File: src/rtl/bmpd_pkg.sv
// Package: shared constants and types for the BMP pixel-data decoder.
package bmpd_pkg;

  localparam int unsigned MaxDim = 1024;
  localparam int unsigned DimW   = $clog2(MaxDim + 1);
  localparam int unsigned OutW   = $clog2(MaxDim);
  localparam int unsigned QDepth = 2;

  typedef enum logic [2:0] {
    PhCount  = 3'd0,
    PhRunVal = 3'd1,
    PhEscape = 3'd2,
    PhDx     = 3'd3,
    PhDy     = 3'd4,
    PhLit    = 3'd5,
    PhFill   = 3'd6
  } phase_e;

  typedef enum logic [1:0] {
    Depth4  = 2'd0,
    Depth8  = 2'd1,
    Depth24 = 2'd2
  } depth_e;

  typedef enum logic [2:0] {
    RegWidth  = 3'd0,
    RegHeight = 3'd1,
    RegDepth  = 3'd2,
    RegRle    = 3'd3,
    RegTopDn  = 3'd4
  } reg_e;

  // Pixel job handed from the byte parser to the span generator.
  typedef struct packed {
    logic            restart;  // clear column/row before the job
    logic            rle;      // run-style placement with row wrap
    logic            drop;     // only update position, emit nothing
    logic [1:0]      raw_n;    // raw mode: pixels in job (0..2)
    logic [7:0]      count;    // rle run length
    logic [23:0]     val0;
    logic [3:0]      val1;
    logic            raw_eol;  // raw: row ends after this byte
    logic            eob;      // rle end of bitmap
    logic            newline;  // rle end of line
    logic            delta;    // rle delta: dx in count, dy in val0[7:0]
  } job_t;

  typedef struct packed {
    logic [DimW-1:0] width;
    logic [DimW-1:0] height;
    logic            top_down;
  } geom_t;

endpackage

File: src/rtl/bmpd_front.sv
// Byte parser: RLE8 command decode, raw byte/pixel assembly and row padding.
module bmpd_front (
  input  logic                      clk_i,
  input  logic                      rst_ni,
  input  logic                      in_valid_i,
  output logic                      in_ready_o,
  input  logic [7:0]                data_byte_i,
  input  logic                      first_of_image_i,
  input  logic [bmpd_pkg::DimW-1:0] width_i,
  input  logic [1:0]                depth_i,
  input  logic                      rle_i,
  output logic                      job_valid_o,
  input  logic                      job_ready_i,
  output bmpd_pkg::job_t            job_o
);

  bmpd_pkg::phase_e    phase_q, phase_d;
  logic [7:0]          lit_q, lit_d;
  logic                pad_q, pad_d;
  logic [7:0]          dx_q, dx_d;
  logic [15:0]         held_q, held_d;
  logic [1:0]          cbi_q, cbi_d;
  logic [11:0]         rbc_q, rbc_d;
  logic [bmpd_pkg::DimW-1:0] col_q, col_d;   // raw-mode column shadow
  logic [7:0]          run_q, run_d;
  logic                go;
  logic [bmpd_pkg::DimW-1:0] w;
  logic [16:0]         bits;
  logic [11:0]         bpr;
  logic [bmpd_pkg::DimW-1:0] col_s;
  logic [1:0]          cbi_s;
  logic [15:0]         held_s;
  logic [11:0]         rbc_s;
  bmpd_pkg::phase_e    phase_s;

  assign in_ready_o  = job_ready_i;
  assign go          = in_valid_i && job_ready_i;
  assign job_valid_o = in_valid_i;

  always_comb begin
    w = width_i;
    if (w < bmpd_pkg::DimW'(8)) w = bmpd_pkg::DimW'(8);
    if (w > bmpd_pkg::DimW'(bmpd_pkg::MaxDim)) w = bmpd_pkg::DimW'(bmpd_pkg::MaxDim);
    unique case (depth_i)
      bmpd_pkg::Depth4:  bits = {6'd0, w} << 2;
      bmpd_pkg::Depth24: bits = ({6'd0, w} << 4) + ({6'd0, w} << 3);
      default:           bits = {6'd0, w} << 3;
    endcase
    bpr = 12'(((bits + 17'd31) >> 5) << 2);
  end

  always_comb begin
    job_o   = '0;
    job_o.restart = first_of_image_i;
    phase_s = first_of_image_i ? bmpd_pkg::PhCount : phase_q;
    col_s   = first_of_image_i ? '0 : col_q;
    cbi_s   = first_of_image_i ? '0 : cbi_q;
    held_s  = first_of_image_i ? '0 : held_q;
    rbc_s   = first_of_image_i ? '0 : rbc_q;
    phase_d = phase_s;
    lit_d   = first_of_image_i ? '0 : lit_q;
    pad_d   = first_of_image_i ? 1'b0 : pad_q;
    dx_d    = dx_q;
    run_d   = run_q;
    held_d  = held_s;
    cbi_d   = cbi_s;
    rbc_d   = rbc_s;
    col_d   = col_s;
    job_o.rle  = rle_i;
    job_o.drop = 1'b1;
    if (rle_i) begin
      unique case (phase_s)
        bmpd_pkg::PhCount: begin
          if (data_byte_i == 8'd0) phase_d = bmpd_pkg::PhEscape;
          else begin
            run_d = data_byte_i; phase_d = bmpd_pkg::PhRunVal;
          end
        end
        bmpd_pkg::PhRunVal: begin
          job_o.drop = 1'b0; job_o.count = run_q;
          job_o.val0 = {16'd0, data_byte_i};
          phase_d = bmpd_pkg::PhCount;
        end
        bmpd_pkg::PhEscape: begin
          phase_d = bmpd_pkg::PhCount;
          if (data_byte_i == 8'd0) job_o.newline = 1'b1;
          else if (data_byte_i == 8'd1) job_o.eob = 1'b1;
          else if (data_byte_i == 8'd2) phase_d = bmpd_pkg::PhDx;
          else begin
            lit_d = data_byte_i; pad_d = data_byte_i[0]; phase_d = bmpd_pkg::PhLit;
          end
        end
        bmpd_pkg::PhDx: begin
          dx_d = data_byte_i; phase_d = bmpd_pkg::PhDy;
        end
        bmpd_pkg::PhDy: begin
          job_o.delta = 1'b1; job_o.count = dx_q;
          job_o.val0 = {16'd0, data_byte_i};
          phase_d = bmpd_pkg::PhCount;
        end
        bmpd_pkg::PhLit: begin
          job_o.drop = 1'b0; job_o.count = 8'd1;
          job_o.val0 = {16'd0, data_byte_i};
          if (lit_d != 8'd0) lit_d = lit_d - 8'd1;
          if (lit_d == 8'd0) begin
            phase_d = pad_d ? bmpd_pkg::PhFill : bmpd_pkg::PhCount;
            pad_d = 1'b0;
          end
        end
        default: phase_d = bmpd_pkg::PhCount;
      endcase
    end else begin
      // raw mode: column shadow tracks whether pixels still fit the row
      if (col_s < w) begin
        if (depth_i == bmpd_pkg::Depth24) begin
          if (cbi_s < 2'd2) begin
            cbi_d = cbi_s + 2'd1;
            held_d = {held_s[7:0], data_byte_i};
          end else begin
            job_o.drop = 1'b0; job_o.raw_n = 2'd1;
            job_o.val0 = {data_byte_i, held_s[7:0], held_s[15:8]};
            col_d = col_s + 1'b1; cbi_d = '0; held_d = '0;
          end
        end else if (depth_i == bmpd_pkg::Depth4) begin
          job_o.drop = 1'b0;
          job_o.val0 = {20'd0, data_byte_i[7:4]};
          job_o.val1 = data_byte_i[3:0];
          if (col_s + 1'b1 < w) begin
            job_o.raw_n = 2'd2; col_d = col_s + 2'd2;
          end else begin
            job_o.raw_n = 2'd1; col_d = w;
          end
        end else begin
          job_o.drop = 1'b0; job_o.raw_n = 2'd1;
          job_o.val0 = {16'd0, data_byte_i};
          col_d = col_s + 1'b1;
        end
      end
      rbc_d = rbc_s + 12'd1;
      if (rbc_d >= bpr) begin
        rbc_d = '0; cbi_d = '0; held_d = '0; col_d = '0;
        job_o.raw_eol = 1'b1;
      end
    end
  end

  always_ff @(posedge clk_i or negedge rst_ni) begin
    if (!rst_ni) begin
      phase_q <= bmpd_pkg::PhCount;
      lit_q <= '0; pad_q <= 1'b0; held_q <= '0; cbi_q <= '0;
      rbc_q <= '0; col_q <= '0; dx_q <= '0; run_q <= '0;
    end else if (go) begin
      phase_q <= phase_d; lit_q <= lit_d; pad_q <= pad_d; held_q <= held_d;
      cbi_q <= cbi_d; rbc_q <= rbc_d; col_q <= col_d; dx_q <= dx_d; run_q <= run_d;
    end
  end

endmodule

File: src/rtl/bmpd_queue.sv
// Two-entry job queue between parser and span generator.
module bmpd_queue (
  input  logic           clk_i,
  input  logic           rst_ni,
  input  logic           wr_valid_i,
  output logic           wr_ready_o,
  input  bmpd_pkg::job_t wr_job_i,
  output logic           rd_valid_o,
  input  logic           rd_ready_i,
  output bmpd_pkg::job_t rd_job_o
);

  bmpd_pkg::job_t mem_q [bmpd_pkg::QDepth];
  logic           wp_q, rp_q;
  logic [1:0]     cnt_q;
  logic           push, pop;

  assign wr_ready_o = cnt_q != 2'(bmpd_pkg::QDepth);
  assign rd_valid_o = cnt_q != 2'd0;
  assign rd_job_o   = mem_q[rp_q];
  assign push = wr_valid_i && wr_ready_o;
  assign pop  = rd_valid_o && rd_ready_i;

  always_ff @(posedge clk_i) begin
    if (push) mem_q[wp_q] <= wr_job_i;
  end

  always_ff @(posedge clk_i or negedge rst_ni) begin
    if (!rst_ni) begin
      wp_q <= 1'b0; rp_q <= 1'b0; cnt_q <= '0;
    end else begin
      if (push) wp_q <= ~wp_q;
      if (pop) rp_q <= ~rp_q;
      cnt_q <= cnt_q + 2'(push) - 2'(pop);
    end
  end

endmodule

File: src/rtl/bmpd_back.sv
// Span generator: position tracking, row wrap, flip and output register.
module bmpd_back (
  input  logic                      clk_i,
  input  logic                      rst_ni,
  input  logic                      job_valid_i,
  output logic                      job_ready_o,
  input  bmpd_pkg::job_t            job_i,
  input  bmpd_pkg::geom_t           geom_i,
  output logic                      out_valid_o,
  input  logic                      out_ready_i,
  output logic [9:0]                column_o,
  output logic [9:0]                row_o,
  output logic [7:0]                span_length_o,
  output logic [23:0]               pixel_value_o,
  output logic                      image_done_o,
  output logic                      last_o
);

  localparam int unsigned DW = bmpd_pkg::DimW;

  logic [DW-1:0] col_q, col_d, row_q, row_d;
  logic          done_q, done_d;
  logic [7:0]    left_q, left_d;      // remaining run pixels
  logic          busy_q, busy_d;      // working on a multi-span job
  logic          sec_q, sec_d;        // raw second nibble pending
  logic          ov_q;
  logic [9:0]    oc_q, or_q;
  logic [7:0]    ol_q;
  logic [23:0]   ov_val_q;
  logic          od_q, olast_q;
  logic          space, take;
  logic [DW-1:0] w, h;
  logic          em;
  logic [DW-1:0] ecol, erow;
  logic [7:0]    elen;
  logic [23:0]   eval;
  logic          elast, fin;
  logic [DW-1:0] cs, rs;
  logic          ds;
  logic [DW-1:0] k;
  logic [DW:0]   tmp;
  logic [DW-1:0] cend;                // raw: column once the whole byte is placed
  logic          dspan;               // done flag as seen after the whole byte
  logic [21:0]   capv;                // pixels left in the image from here

  always_comb begin
    w = geom_i.width;
    if (w < DW'(8)) w = DW'(8);
    if (w > DW'(bmpd_pkg::MaxDim)) w = DW'(bmpd_pkg::MaxDim);
    h = geom_i.height;
    if (h < DW'(1)) h = DW'(1);
    if (h > DW'(bmpd_pkg::MaxDim)) h = DW'(bmpd_pkg::MaxDim);
  end

  assign space = !ov_q || out_ready_i;

  // One span per cycle while the output has space; a job retires once fin is set.
  always_comb begin
    cs = col_q; rs = row_q; ds = done_q;
    if (!busy_q && job_i.restart) begin
      cs = '0; rs = '0; ds = 1'b0;
    end
    col_d = cs; row_d = rs; done_d = ds;
    left_d = left_q; busy_d = busy_q; sec_d = sec_q;
    em = 1'b0; ecol = cs; erow = rs; elen = 8'd1; eval = job_i.val0;
    elast = 1'b0; fin = 1'b1; k = '0; tmp = '0;
    cend = cs; dspan = ds; capv = '0;
    if (job_valid_i && space && !(ds && !busy_q)) begin
      if (!job_i.rle) begin
        if (!job_i.drop) begin
          if (sec_q) begin
            eval = {20'd0, job_i.val1};
          end
          em = rs < h;
          col_d = cs + 1'b1;
          cend = cs + 1'b1;
          if (job_i.raw_n == 2'd2 && !sec_q) begin
            fin = 1'b0; sec_d = 1'b1; busy_d = 1'b1;
            cend = cs + DW'(2);
          end else begin
            sec_d = 1'b0; busy_d = 1'b0;
          end
          // byte completes the last row
          if (cend >= w && rs + 1'b1 == h) dspan = 1'b1;
        end
        if (job_i.raw_eol && rs + 1'b1 >= h) dspan = 1'b1;
        if (fin) begin
          done_d = dspan;
          if (job_i.raw_eol) begin
            col_d = '0;
            if (rs < h) row_d = rs + 1'b1;
          end
        end
        elast = fin;
      end else if (job_i.newline) begin
        col_d = '0; if (rs < h) row_d = rs + 1'b1;
      end else if (job_i.eob) begin
        done_d = 1'b1;
      end else if (job_i.delta) begin
        tmp = {1'b0, cs} + (DW+1)'(job_i.count);
        col_d = (tmp > {1'b0, w}) ? w : tmp[DW-1:0];
        tmp = {1'b0, rs} + (DW+1)'(job_i.val0[7:0]);
        row_d = (tmp > {1'b0, h}) ? h : tmp[DW-1:0];
      end else if (!job_i.drop) begin
        // run placement, one row segment per cycle while the output has space
        left_d = busy_q ? left_q : job_i.count;
        if (left_d != 8'd0 && rs < h) begin
          // run longer than what is left of the image: every span carries done
          capv = 22'(h - rs) * 22'(w) - 22'(cs);
          if (22'(left_d) > capv) dspan = 1'b1;
          if (cs >= w) begin
            cs = '0; rs = rs + 1'b1; col_d = '0; row_d = rs;
          end
          if (rs < h) begin
            k = w - cs;
            if (k > DW'(left_d)) k = DW'(left_d);
            em = 1'b1; ecol = cs; erow = rs; elen = k[7:0];
            col_d = cs + k;
            left_d = left_d - k[7:0];
            if (left_d != 8'd0) begin
              fin = 1'b0; busy_d = 1'b1;
            end
          end
        end
        if (fin) busy_d = 1'b0;
      end
      if (job_i.rle && fin && row_d >= h) done_d = 1'b1;
      if (job_i.rle) begin
        // last span of the byte: nothing more will follow
        elast = fin;
        if (!fin && col_d >= w && row_d + 1'b1 >= h) elast = 1'b1;
        if (elast && !fin) begin
          // rest of the run falls past the last row
          fin = 1'b1; busy_d = 1'b0;
          col_d = '0; row_d = h; done_d = 1'b1;
        end
      end
    end else begin
      fin = !(job_valid_i && space) ? 1'b0 : 1'b1;
      col_d = col_q; row_d = row_q; done_d = done_q;
      if (job_valid_i && space) begin
        col_d = cs; row_d = rs; done_d = ds;
      end
    end
  end

  assign take        = job_valid_i && space && fin;
  assign job_ready_o = take;

  always_ff @(posedge clk_i or negedge rst_ni) begin
    if (!rst_ni) begin
      col_q <= '0; row_q <= '0; done_q <= 1'b0; left_q <= '0;
      busy_q <= 1'b0; sec_q <= 1'b0; ov_q <= 1'b0;
    end else begin
      if (job_valid_i && space) begin
        col_q <= col_d; row_q <= row_d; done_q <= done_d;
        left_q <= left_d; busy_q <= busy_d; sec_q <= sec_d;
      end
      if (space) ov_q <= job_valid_i && em;
    end
  end

  always_ff @(posedge clk_i) begin
    if (space && job_valid_i && em) begin
      oc_q     <= ecol[9:0];
      or_q     <= geom_i.top_down ? erow[9:0] : 10'(h - 1'b1 - erow);
      ol_q     <= elen;
      ov_val_q <= eval;
      od_q     <= dspan;
      olast_q  <= elast;
    end
  end

  assign out_valid_o   = ov_q;
  assign column_o      = oc_q;
  assign row_o         = or_q;
  assign span_length_o = ol_q;
  assign pixel_value_o = ov_val_q;
  assign image_done_o  = od_q;
  assign last_o        = olast_q;

endmodule

File: src/rtl/bmp_pixel_data_decoder_core.sv
// Top level of the BMP pixel-data decoder.
// Decodes BMP pixel data one byte per word into spans (column, display row,
// length, value). Raw rows (4/8/24-bit) and RLE8 are supported, set through
// the plain write port; the user must write it only while idle, the block
// does not enforce it. A byte passes the parser combinationally and sits in
// a two-entry queue; the generator then emits one span per cycle while the
// output is free. With the queue empty and the output free, the first span
// of a byte passes the queue entry and then the output register before it is
// offered. Raw 4-bit bytes give one span per pixel, an RLE8 run one span
// per row segment; all else sustains one byte per cycle. Spans pass through
// one output register; the generator stalls while it is full and unread.
module bmp_pixel_data_decoder_core (
  input  logic        clk_i,
  input  logic        rst_ni,
  input  logic        cfg_we_i,
  input  logic [2:0]  cfg_index_i,
  input  logic [10:0] cfg_data_i,
  input  logic        in_valid_i,
  output logic        in_ready_o,
  input  logic [7:0]  data_byte_i,
  input  logic        first_of_image_i,
  output logic        out_valid_o,
  input  logic        out_ready_i,
  output logic [9:0]  column_o,
  output logic [9:0]  row_o,
  output logic [7:0]  span_length_o,
  output logic [23:0] pixel_value_o,
  output logic        image_done_o,
  output logic        last_o
);

  logic [10:0] width_q, height_q;
  logic [1:0]  depth_q;
  logic        rle_q, top_q;

  // configuration registers
  always_ff @(posedge clk_i or negedge rst_ni) begin
    if (!rst_ni) begin
      width_q <= 11'd8; height_q <= 11'd1; depth_q <= bmpd_pkg::Depth8;
      rle_q <= 1'b0; top_q <= 1'b0;
    end else if (cfg_we_i) begin
      case (cfg_index_i)
        bmpd_pkg::RegWidth:  width_q  <= cfg_data_i;
        bmpd_pkg::RegHeight: height_q <= cfg_data_i;
        bmpd_pkg::RegDepth:  depth_q  <= cfg_data_i[1:0];
        bmpd_pkg::RegRle:    rle_q    <= cfg_data_i[0];
        bmpd_pkg::RegTopDn:  top_q    <= cfg_data_i[0];
        default: ;
      endcase
    end
  end

  logic            fj_valid, fj_ready, bj_valid, bj_ready;
  bmpd_pkg::job_t  fj, bj;
  bmpd_pkg::geom_t geom;

  assign geom = '{width: width_q, height: height_q, top_down: top_q};

  bmpd_front u_front (
    .clk_i, .rst_ni, .in_valid_i, .in_ready_o, .data_byte_i, .first_of_image_i,
    .width_i(width_q), .depth_i(depth_q), .rle_i(rle_q),
    .job_valid_o(fj_valid), .job_ready_i(fj_ready), .job_o(fj)
  );

  bmpd_queue u_queue (
    .clk_i, .rst_ni, .wr_valid_i(fj_valid), .wr_ready_o(fj_ready), .wr_job_i(fj),
    .rd_valid_o(bj_valid), .rd_ready_i(bj_ready), .rd_job_o(bj)
  );

  bmpd_back u_back (
    .clk_i, .rst_ni, .job_valid_i(bj_valid), .job_ready_o(bj_ready), .job_i(bj),
    .geom_i(geom), .out_valid_o, .out_ready_i, .column_o, .row_o, .span_length_o,
    .pixel_value_o, .image_done_o, .last_o
  );

endmodule
File: config.mk
export PLATFORM = sky130hd
export DESIGN_NAME = bmp_pixel_data_decoder_core
export DESIGN_NICKNAME = d
export VERILOG_FILES = /design/src/rtl/bmpd_pkg.sv /design/src/rtl/bmpd_front.sv /design/src/rtl/bmpd_queue.sv /design/src/rtl/bmpd_back.sv /design/src/rtl/bmp_pixel_data_decoder_core.sv
export SDC_FILE = /design/constraint.sdc
export NUM_CORES = 1
export LEC_CHECK = 0
export BUFFER_PORTS_ARGS = -buffer_cell sky130_fd_sc_hd__buf_2
export CELL_PAD_IN_SITES_DETAIL_PLACEMENT = 1
export CELL_PAD_IN_SITES_GLOBAL_PLACEMENT = 2
export CORE_MARGIN = 2
export CORE_UTILIZATION = 45
export DETAILED_ROUTE_END_ITERATION = 10
export GPL_ROUTABILITY_DRIVEN = 0
export PLACE_DENSITY = 0.85
export RECOVER_POWER = 100
export SLEW_MARGIN = 20
export SYNTH_ARGS = -nofsm -noshare
export SYNTH_HDL_FRONTEND = slang
export SYNTH_HIERARCHICAL = 1
export SYNTH_SLANG_ARGS = --single-unit
File: constraint.sdc
create_clock -name clk_i -period 16.7 [get_ports clk_i]
set_input_delay 0 -clock clk_i [delete_from_list [all_inputs] [get_ports clk_i]]
set_output_delay 0 -clock clk_i [all_outputs]
set_load 0.05 [all_outputs]
==> run_results.csv, run 1 <==
group,metric,value,unit
clock_network,cts_tree,"built",
clock_network,ctsHtreeMaxLevel,2,
drt,first_pass_iters,5,
synth,synth_edf_count,144,
worst_setup_path,cp-startpoint,"u_queue/rp_q",
synth,ys.flop_type,"edfxtp_1",
synth,netlist_instances,3115,
outcome,violations,"max-capacitance violations, max-slew violations",
drt,routedWlPerCell,24.9,um
clock_network,cts_setup_buffers,0,
grt,gr-total-overflow,0,
hold_path,hold_class,"input pin to flip-flop",
grt,grt_pass1_vias,26208,
sta,hold_viol,0,
sta,clock.fmax,73.1,MHz
synth,async_reset_ff_share,48.0,%
worst_setup_path,r2r_start,"u_queue/rp_q",
drt,drt-initial-drc-count,1710,
drt,viasPerCell,6.07,
floorplan,start_util,45.3,%
clock_network,root_buffer,"clkbuf_16",
floorplan,die_height,255,um
drt,finalWirelength,101000,um
outcome,status,"complete, but fails checks",
clock_network,insertion_delay,0.58,ns
clock_network,clk_path_buf_depth,3,
layout,final_common_cell,"nand2_1",
worst_setup_path,crit_path_start_kind,"flip-flop",
synth,synth_area_leader_cell,"edfxtp_1",
drt,drcViolationCount,0,
synth,synth.distinct_cells,116,
grt,grt_max_degree,78,
synth,syn_avg_cell_area,9.13,um^2
grt,grt_usage,30.5,%
grt,antenna_found_initial,0,
worst_setup_path,crit_top_cell,"o21ai_0",
placed_design,dp_hpwl,78000,um
layout,drive_gt1_share,7.82,%
synth,synth_area,28500,um^2
synth,yosysSeqAreaShare,26.9,%
clock_network,clk_pin_slew_worst_paths,0.06,ns
sta,clock_skew,0.0411,ns
worst_setup_path,cp.required,17.18,ns
placed_design,port_buffers,83,
worst_setup_path,cpMaxStageDelayCell,"dfrtp_1",
sta,tightest_slew,4.58,ns
sta,rsz0062_at_grt,"no",
sta,setup-tns-final,0,ns
drt,detail-route-antenna-nets,0,
synth,synth_warnings,6,
layout,syn_to_final_growth,8.64,%
run,cap_violations,15,
floorplan,io_pins,84,
layout,layout.nets,3643,
worst_setup_path,rr_endpoint,"u_back/col_q[6]",
sta,min_period,13.68,ns
clock_network,cts_made_buffers,35,
sta,final_max_slew_viol_count,498,
sta,finalSetupViolCount,0,
worst_setup_path,critPathCapture,"u_back/col_q[6]",
worst_setup_path,critical_path_class,"flip-flop to flip-flop",
floorplan,coreArea,62900,um^2
layout,layout_common_cells,"nand2_1, inv_1, ha_1",
drt,vias,24706,
clock_network,cts.sink_count,277,
sta,period_share,81.9,%
worst_setup_path,critPathMaxStageDelay,1.69,ns
synth,post-synth-top-area-fraction,15.2,%
worst_setup_path,path_max_fanout,46,
synth,synth_seq_cells,277,
worst_setup_path,arrival,14.15,ns
floorplan,core.rowCount,92,
sta,slew_headroom,-205,%
floorplan,fp.dieArea,65300,um^2
synth,yosys-top-cells-area,"edfxtp_1, ha_1, dfrtp_1, fa_1, nand2_1",
worst_setup_path,reg2reg_setup_slack,3.02,ns
grt,grt_pass1_wl,156000,um
worst_setup_path,r2r.worst_path.cells,43,
floorplan,die_w,255,um
worst_setup_path,cp-end-kind,"flip-flop",
[metal layers]
metal  part of all wire [%]  vias up  GRT usage (%)
met1                     42    12612           38.3
met2                     49      697           53.7
met4                    4.5        0           12.5
met3                    4.4      210           3.14
li1                       -    11187              -
met5                      0        -              0
[cells by family (layout without fill, tap and decap cells)]
kind of cell | Yosys count | count (layout) | synth area share, %
AOI/OAI and AO/OA | 677 | 677 | 16.6
adders and majority gates | 419 | 419 | 22.2
other | 1 | 3 | 0.0132
DFF | 277 | 277 | 26.9
buffers and inverters | 416 | 523 | 5.90
xor gates and xnor gates | 157 | 157 | 4.89
and+or+nand+nor | 1021 | 1021 | 17.7
muxes | 147 | 147 | 5.90
[state kept, by name, indices dropped and copies added, names as in the netlist, 10 cells and up]
| register | cells |
|---|---|
| width_q | 11 |
| height_q | 11 |
| u_front/rbc_q | 12 |
| u_front/held_q | 16 |
| u_back/pixel_value_o | 24 |
| u_queue/mem_q | 90 |
| u_back/row_q | 11 |
| u_back/column_o | 10 |
| u_front/col_q | 11 |
| u_back/col_q | 11 |
| u_back/row_o | 10 |
[how the worst min path moves through the flow]
stage,endpoint,from,cells past startpoint,slack (ns)
CTS,depth_q[0],cfg_index_i[1],3,0.006
detailed placement,depth_q[1],rst_ni,1,0.08
global placement,depth_q[1],rst_ni,1,0.09
floorplan,depth_q[1],rst_ni,0,-0.30
global route,depth_q[1],cfg_index_i[1],3,0.04
finish,depth_q[1],cfg_index_i[1],3,0.04
[critical path, delay by kind of cell (launching register included)]
| kind | cells | cell delay, ns |
|---|---|---|
| and+or+nand+nor | 14 | 3.49 |
| xor gates and xnor gates | 2 | 0.44 |
| buffers and inverters | 2 | 1.37 |
| adders and majority gates | 5 | 1.66 |
| AOI/OAI and AO/OA | 19 | 4.47 |
| DFF | 1 | 1.69 |
| muxes | 1 | 0.43 |
[cells in the mapped netlist, drive strengths merged, types with 14 or more instances]
| master | number |
|---|---|
| o211ai | 16 |
| and2 | 76 |
| a22o | 46 |
| dfrtp | 130 |
| nand2 | 317 |
| a21oi | 142 |
| mux2 | 102 |
| o21a | 31 |
| xor2 | 42 |
| buf | 40 |
| fa | 142 |
| or2 | 17 |
| o21ai | 192 |
| clkbuf | 76 |
| nor3b | 14 |
| nand3 | 68 |
| and3 | 16 |
| nor2b | 55 |
| nand2b | 36 |
| inv | 295 |
| edfxtp | 144 |
| a211oi | 21 |
| xnor2 | 115 |
| nor4 | 17 |
| ha | 277 |
| a22oi | 14 |
| a221oi | 15 |
| nor2 | 250 |
| mux2i | 45 |
| nand4 | 37 |
| nor3 | 72 |
| a21o | 39 |
[stage by stage]
stage	utilization, %	hold slack, ns	cell area, um^2	setup slack (ns)	cells
after detailed placement	47.4	0.0806	29800	5.01	3975
final	49.2	0.0380	30900	3.02	4070
after floorplan	-	-0.296	28500	6.18	3116
after global placement	47.3	0.0893	29800	5.41	3975
after CTS	49.8	0.00616	31300	4.97	4067
after global routing	49.2	0.0374	30900	2.00	4069
[what timing repair did]
action                                 CTS  global route
hold buffers                            28             0
gates resized for setup                  0             0
endpoints found under the hold margin  171             0
[final cells by class]
| class | instances | area (um^2) |
|---|---|---|
| inverter | 300 | 1130 |
| antenna | 1 | 2.50 |
| multi-input combinational | 2423 | 18900 |
| clock buffer | 40 | 905 |
| timing repair buffer | 159 | 945 |
| clock inverter | 24 | 320 |
| fill | 7345 | 31900 |
| sequential | 277 | 7660 |
| tap | 846 | 1060 |
Power of run 1 is left out: the tool's default activity adds up to more than one toggle a clock period on the data nets, which glitch-free logic cannot reach.
==> inputs of run 2 (changes only) <==
- CORE_UTILIZATION: 45 -> 37
- PLACE_DENSITY: 0.85 -> 0.75
- clock period: 16.7 -> 12.1 ns (I/O delays scaled with it)
==> run 2 against run 1 <==
  * The flow still finishes with violations (max-capacitance violations, max-slew violations)
  * Sequential cell count stayed put
  * Global-route usage fell by 4.9 points
  * Non-clock buffer count is 8 higher
  * Critical path type unchanged
  * Critical endpoint is now u_queue/cnt_q[1]
==> run_results.csv, run 2 (synthesis gave the netlist of run 1 again) <==
group,metric,value,unit
clock_network,root_buffer,"clkbuf_16",
sta,clock_skew,0.0483,ns
sta,period_share,93.3,%
sta,rsz0062_at_grt,"no",
floorplan,start_util,37.4,%
worst_setup_path,path_max_fanout,18,
clock_network,clk_path_buf_depth,3,
clock_network,cts_tree,"built",
outcome,violations,"max-capacitance violations, max-slew violations",
worst_setup_path,crit_path_start_kind,"flip-flop",
hold_path,hold_class,"input pin to flip-flop",
clock_network,insertion_delay,0.60,ns
worst_setup_path,arrival,11.75,ns
sta,clock.fmax,88.6,MHz
layout,top_register,"u_queue/mem_q",
floorplan,coreArea,76100,um^2
floorplan,die_height,281,um
layout,fillCellCount,8894,
worst_setup_path,cp-end-kind,"flip-flop",
worst_setup_path,crit_top_cell,"ha_1",
floorplan,die_w,281,um
layout,layout.nets,3652,
sta,tightest_slew,4.58,ns
placed_design,dp_hpwl,79800,um
outcome,status,"complete, but fails checks",
drt,detail-route-antenna-nets,0,
sta,hold_viol,0,
drt,first_pass_iters,5,
grt,grt_pass1_vias,25817,
floorplan,core.rowCount,101,
floorplan,fp.dieArea,79100,um^2
clock_network,cts_made_buffers,36,
clock_network,clk_pin_slew_worst_paths,0.06,ns
drt,drcViolationCount,0,
drt,vias,24312,
grt,grt_usage,25.7,%
layout,syn_to_final_growth,9.64,%
run,cap_violations,12,
sta,setup-tns-final,0,ns
drt,finalWirelength,102000,um
worst_setup_path,critPathMaxStageDelay,0.52,ns
drt,routedWlPerCell,24.0,um
drt,viasPerCell,5.70,
grt,antenna_found_initial,3,
worst_setup_path,critical_path_class,"flip-flop to flip-flop",
clock_network,cts_setup_buffers,0,
worst_setup_path,cp.required,12.56,ns
grt,grt_pass1_wl,156000,um
floorplan,io_pins,84,
sta,final_max_slew_viol_count,433,
grt,gr-total-overflow,0,
grt,grt_max_degree,70,
sta,slew_headroom,-205,%
sta,min_period,11.29,ns
drt,drt-initial-drc-count,1544,
clock_network,ctsHtreeMaxLevel,2,
worst_setup_path,cpMaxStageDelayCell,"or4_1",
layout,largest_reg_flops,90,
layout,drive_gt1_share,8.20,%
layout,final_common_cell,"nand2_1",
layout,layout_common_cells,"nand2_1, inv_1, ha_1",
sta,finalSetupViolCount,0,
clock_network,cts.sink_count,277,
placed_design,port_buffers,83,
-- run 2: changes by cell type in the layout (fill, tap and decap cells not counted), moves of 3 or more --
cell,previous run,this run
clkbuf_1,73,77
clkinv_2,5,9
bufinv_16,5,2
buf_4,38,43
-- run 2: through the flow --
stage / setup slack, ns / cells / util, % / hold WS [ns] / area (um^2)
2_1_floorplan: 1.58 / 3116 / - / -0.296 / 28500
3_5_place_dp: 0.957 / 4167 / 39.5 / 0.100 / 30000
3_3_place_gp: 1.39 / 4167 / 39.5 / 0.0943 / 30000
6_report: 0.812 / 4265 / 41.0 / 0.235 / 31200
4_1_cts: 0.814 / 4262 / 41.4 / 0.0579 / 31500
5_1_grt: 0.0216 / 4264 / 41.0 / 0.250 / 31200
-- run 2: area by class of cell --
type                            instances  area, um^2  share of cell area (%)
Clock inverter                         24         274                   0.878
Timing Repair Buffer                  167        1000                    3.20
Clock buffer                           42         923                    2.96
Inverter                              300        1130                    3.61
Multi-Input combinational cell       2423       18900                    60.7
Antenna cell                            2        5.00                  0.0160
Tap cell                             1030        1290                    4.13
Sequential cell                       277        7660                    24.5
-- run 2: final timing paths --
path | from | to | slack [ns] | depth (start not counted)
min | cfg_data_i[2] | height_q[2] | 0.24 | 3
min in group asynchronous | rst_ni | u_front/col_q[3] | 1.63 | 2
max in group asynchronous | rst_ni | u_front/col_q[8] | 5.32 | 3
max | width_q[6] | u_queue/cnt_q[1] | 0.81 | 51
max reg2reg | width_q[6] | u_queue/cnt_q[1] | 0.81 | 51
min reg2reg | u_front/pad_q | u_front/pad_q | 0.50 | 1
-- run 2: timing repair --
action	4_1_cts	5_1_grt
endpoints found under the setup margin	0	2
hold buffers	29	0
endpoints found under the hold margin	155	0
resized for setup	0	1
-- run 2: routing by layer --
metal | routed length, um | vias to the layer above | GRT usage (%)
li1 | - | 11209 | -
met1 | 44400 | 12369 | 32.8
met2 | 49900 | 555 | 44.4
met3 | 3880 | 179 | 2.76
met4 | 4270 | 0 | 10.1
met5 | 0 | - | 0
-- run 2: worst max-delay path: cells and delay by family (launching register included) --
family	cells	cell delay, ns
AOI/OAI and AO/OA	19	3.80
xor gates and xnor gates	2	0.33
adders and majority gates	7	1.91
DFF	1	0.42
and+or+nand+nor	17	3.71
buffers and inverters	4	0.48
muxes	2	0.53
Power of run 2 is left out for the same reason.
==> inputs of run 3 (changes only) <==
- RECOVER_POWER: 100 -> 25
- SKIP_LAST_GASP: not set -> 1
==> run 3 against run 2 <==
  * The run still ends with max-capacitance violations, max-slew violations left
  * Register-to-register slack barely moved
  * Utilization up 0.32 points
  * Hold slack got worse by 0.0027 ns
  * Clock skew is 0.00083 ns higher
  * Fmax barely moved
  * Final cell count about the same
  * Count of clock-buffer cells in the layout stayed put
  * Via count hardly changed
  * Setup slack improved by 0.0069 ns
  * Non-clock buffer count is the same
  * Die area stayed put
  * Routed wire length shrank 0.26%
  * Critical endpoint unchanged
==> run_results.csv, run 3 (synthesis gave the netlist of run 1 again) <==
group,metric,value,unit
outcome,status,"complete, but fails checks",
outcome,violations,"max-capacitance violations, max-slew violations",
worst_setup_path,r2r_start,"width_q[6]",
floorplan,die_height,281,um
placed_design,dp_hpwl,79800,um
grt,grt_max_degree,70,
sta,clock_skew,0.0491,ns
drt,drcViolationCount,0,
floorplan,start_util,37.4,%
clock_network,ctsHtreeMaxLevel,2,
run,cap_violations,3,
sta,min_period,11.28,ns
grt,grt_pass1_vias,25817,
worst_setup_path,arrival,11.74,ns
layout,final_common_cell,"nand2_1",
hold_path,hold_start,"cfg_data_i[1]",
placed_design,port_buffers,83,
floorplan,core.rowCount,101,
layout,layout_common_cells,"nand2_1, inv_1, ha_1",
placed_design,dp_cells,4167,
clock_network,insertion_delay,0.60,ns
worst_setup_path,crit_top_cell,"ha_1",
drt,routedWlPerCell,24.0,um
clock_network,cts_made_buffers,36,
drt,viasPerCell,5.71,
drt,finalWirelength,102000,um
layout,syn_to_final_growth,10.5,%
clock_network,root_buffer,"clkbuf_16",
sta,holdWs,0.232,ns
worst_setup_path,cp.required,12.56,ns
layout,largest_reg_flops,90,
sta,clock.fmax,88.6,MHz
hold_path,hold_class,"input pin to flip-flop",
drt,first_pass_iters,5,
worst_setup_path,cpMaxStageDelayCell,"or4_1",
worst_setup_path,cp-end-kind,"flip-flop",
floorplan,fp.dieArea,79100,um^2
sta,tightest_slew,4.58,ns
floorplan,coreArea,76100,um^2
layout,drive_gt1_share,9.68,%
floorplan,io_pins,84,
grt,grt_pass1_wl,156000,um
sta,final_max_slew_viol_count,191,
layout,layout.nets,3652,
grt,gr-total-overflow,0,
floorplan,die_w,281,um
clock_network,clk_path_buf_depth,3,
grt,antenna_found_initial,3,
worst_setup_path,critical_path_class,"flip-flop to flip-flop",
hold_path,min_delay_worst_endpoint,"height_q[1]",
sta,hold_viol,0,
drt,detail-route-antenna-nets,0,
worst_setup_path,crit_path_start_kind,"flip-flop",
worst_setup_path,rr_endpoint,"u_queue/cnt_q[1]",
sta,slew_headroom,-205,%
worst_setup_path,critPathMaxStageDelay,0.53,ns
worst_setup_path,r2r.worst_path.cells,51,
worst_setup_path,reg2reg_setup_slack,0.82,ns
drt,drt-initial-drc-count,1531,
placed_design,placed_area,30000,um^2
hold_path,holdPathStages,3,
clock_network,cts.sink_count,277,
clock_network,clk_pin_slew_worst_paths,0.06,ns
sta,period_share,93.2,%
layout,top_register,"u_queue/mem_q",
worst_setup_path,path_max_fanout,18,
layout,fillCellCount,8857,
layout,design_area,31400,um^2
grt,grt_usage,25.7,%
drt,vias,24330,
clock_network,cts_tree,"built",
layout,instances_no_fill,4264,
sta,finalSetupViolCount,0,
[run 3: changes by cell type in the layout (fill, tap and decap cells not counted), sizes merged]
cell and change:
buf +11, clkbuf -11, diode -1
[run 3: final cells by class]
| class | count | area [um^2] | area share [%] |
|---|---|---|---|
| antenna | 1 | 2.50 | 0.00796 |
| clock buffer | 42 | 923 | 2.94 |
| clock inverter | 24 | 274 | 0.872 |
| inverter | 300 | 1130 | 3.58 |
| multi-input combinational | 2423 | 19100 | 60.8 |
| sequential | 277 | 7660 | 24.4 |
| tap | 1030 | 1290 | 4.10 |
| timing repair buffer | 167 | 1040 | 3.31 |
[run 3: metal layers]
layer / vias up / global-route usage, % / share of wire [%]
met5: - / 0 / 0
met4: 0 / 10.1 / 4.1
met3: 179 / 2.76 / 4.0
met2: 569 / 44.4 / 49
met1: 12385 / 32.8 / 43
li1: 11197 / - / -
[run 3: how the worst max path moves through the flow]
stage / startpoint / end / slack [ns] / cells after the start
final: width_q[6] / u_queue/cnt_q[1] / 0.82 / 51
after global routing: width_q[6] / u_queue/cnt_q[1] / -0.005 / 51
after CTS: width_q[6] / u_queue/cnt_q[1] / 0.81 / 51
after detailed placement: width_q[6] / u_queue/cnt_q[1] / 0.96 / 51
after global placement: width_q[6] / u_queue/cnt_q[1] / 1.39 / 51
after floorplan: u_queue/rp_q / u_queue/cnt_q[1] / 1.58 / 56
[run 3: what timing repair did]
item	in CTS	in global routing
buffers inserted	0	0
endpoints found under the setup margin	0	2
resized for setup	0	1
hold buffers	29	0
hold endpoints to repair	155	0
[run 3: critical path, delay by kind of cell (launching register included)]
| kind | cells | cell delay [ns] |
|---|---|---|
| flops | 1 | 0.44 |
| xor+xnor | 2 | 0.33 |
| fa+ha+maj | 7 | 1.91 |
| compound gates | 19 | 3.77 |
| buf+inv | 4 | 0.48 |
| simple gates | 17 | 3.69 |
| mux | 2 | 0.54 |
[run 3: metrics by stage]
step	setup slack, ns	setup TNS [ns]	util (%)
global route	-0.00541	-0.00541	41.3
finish	0.819	0	41.3
global placement	1.39	0	39.5
floorplan	1.58	0	-
CTS	0.814	0	41.4
detailed placement	0.957	0	39.5
Power of run 3 is left out for the same reason.
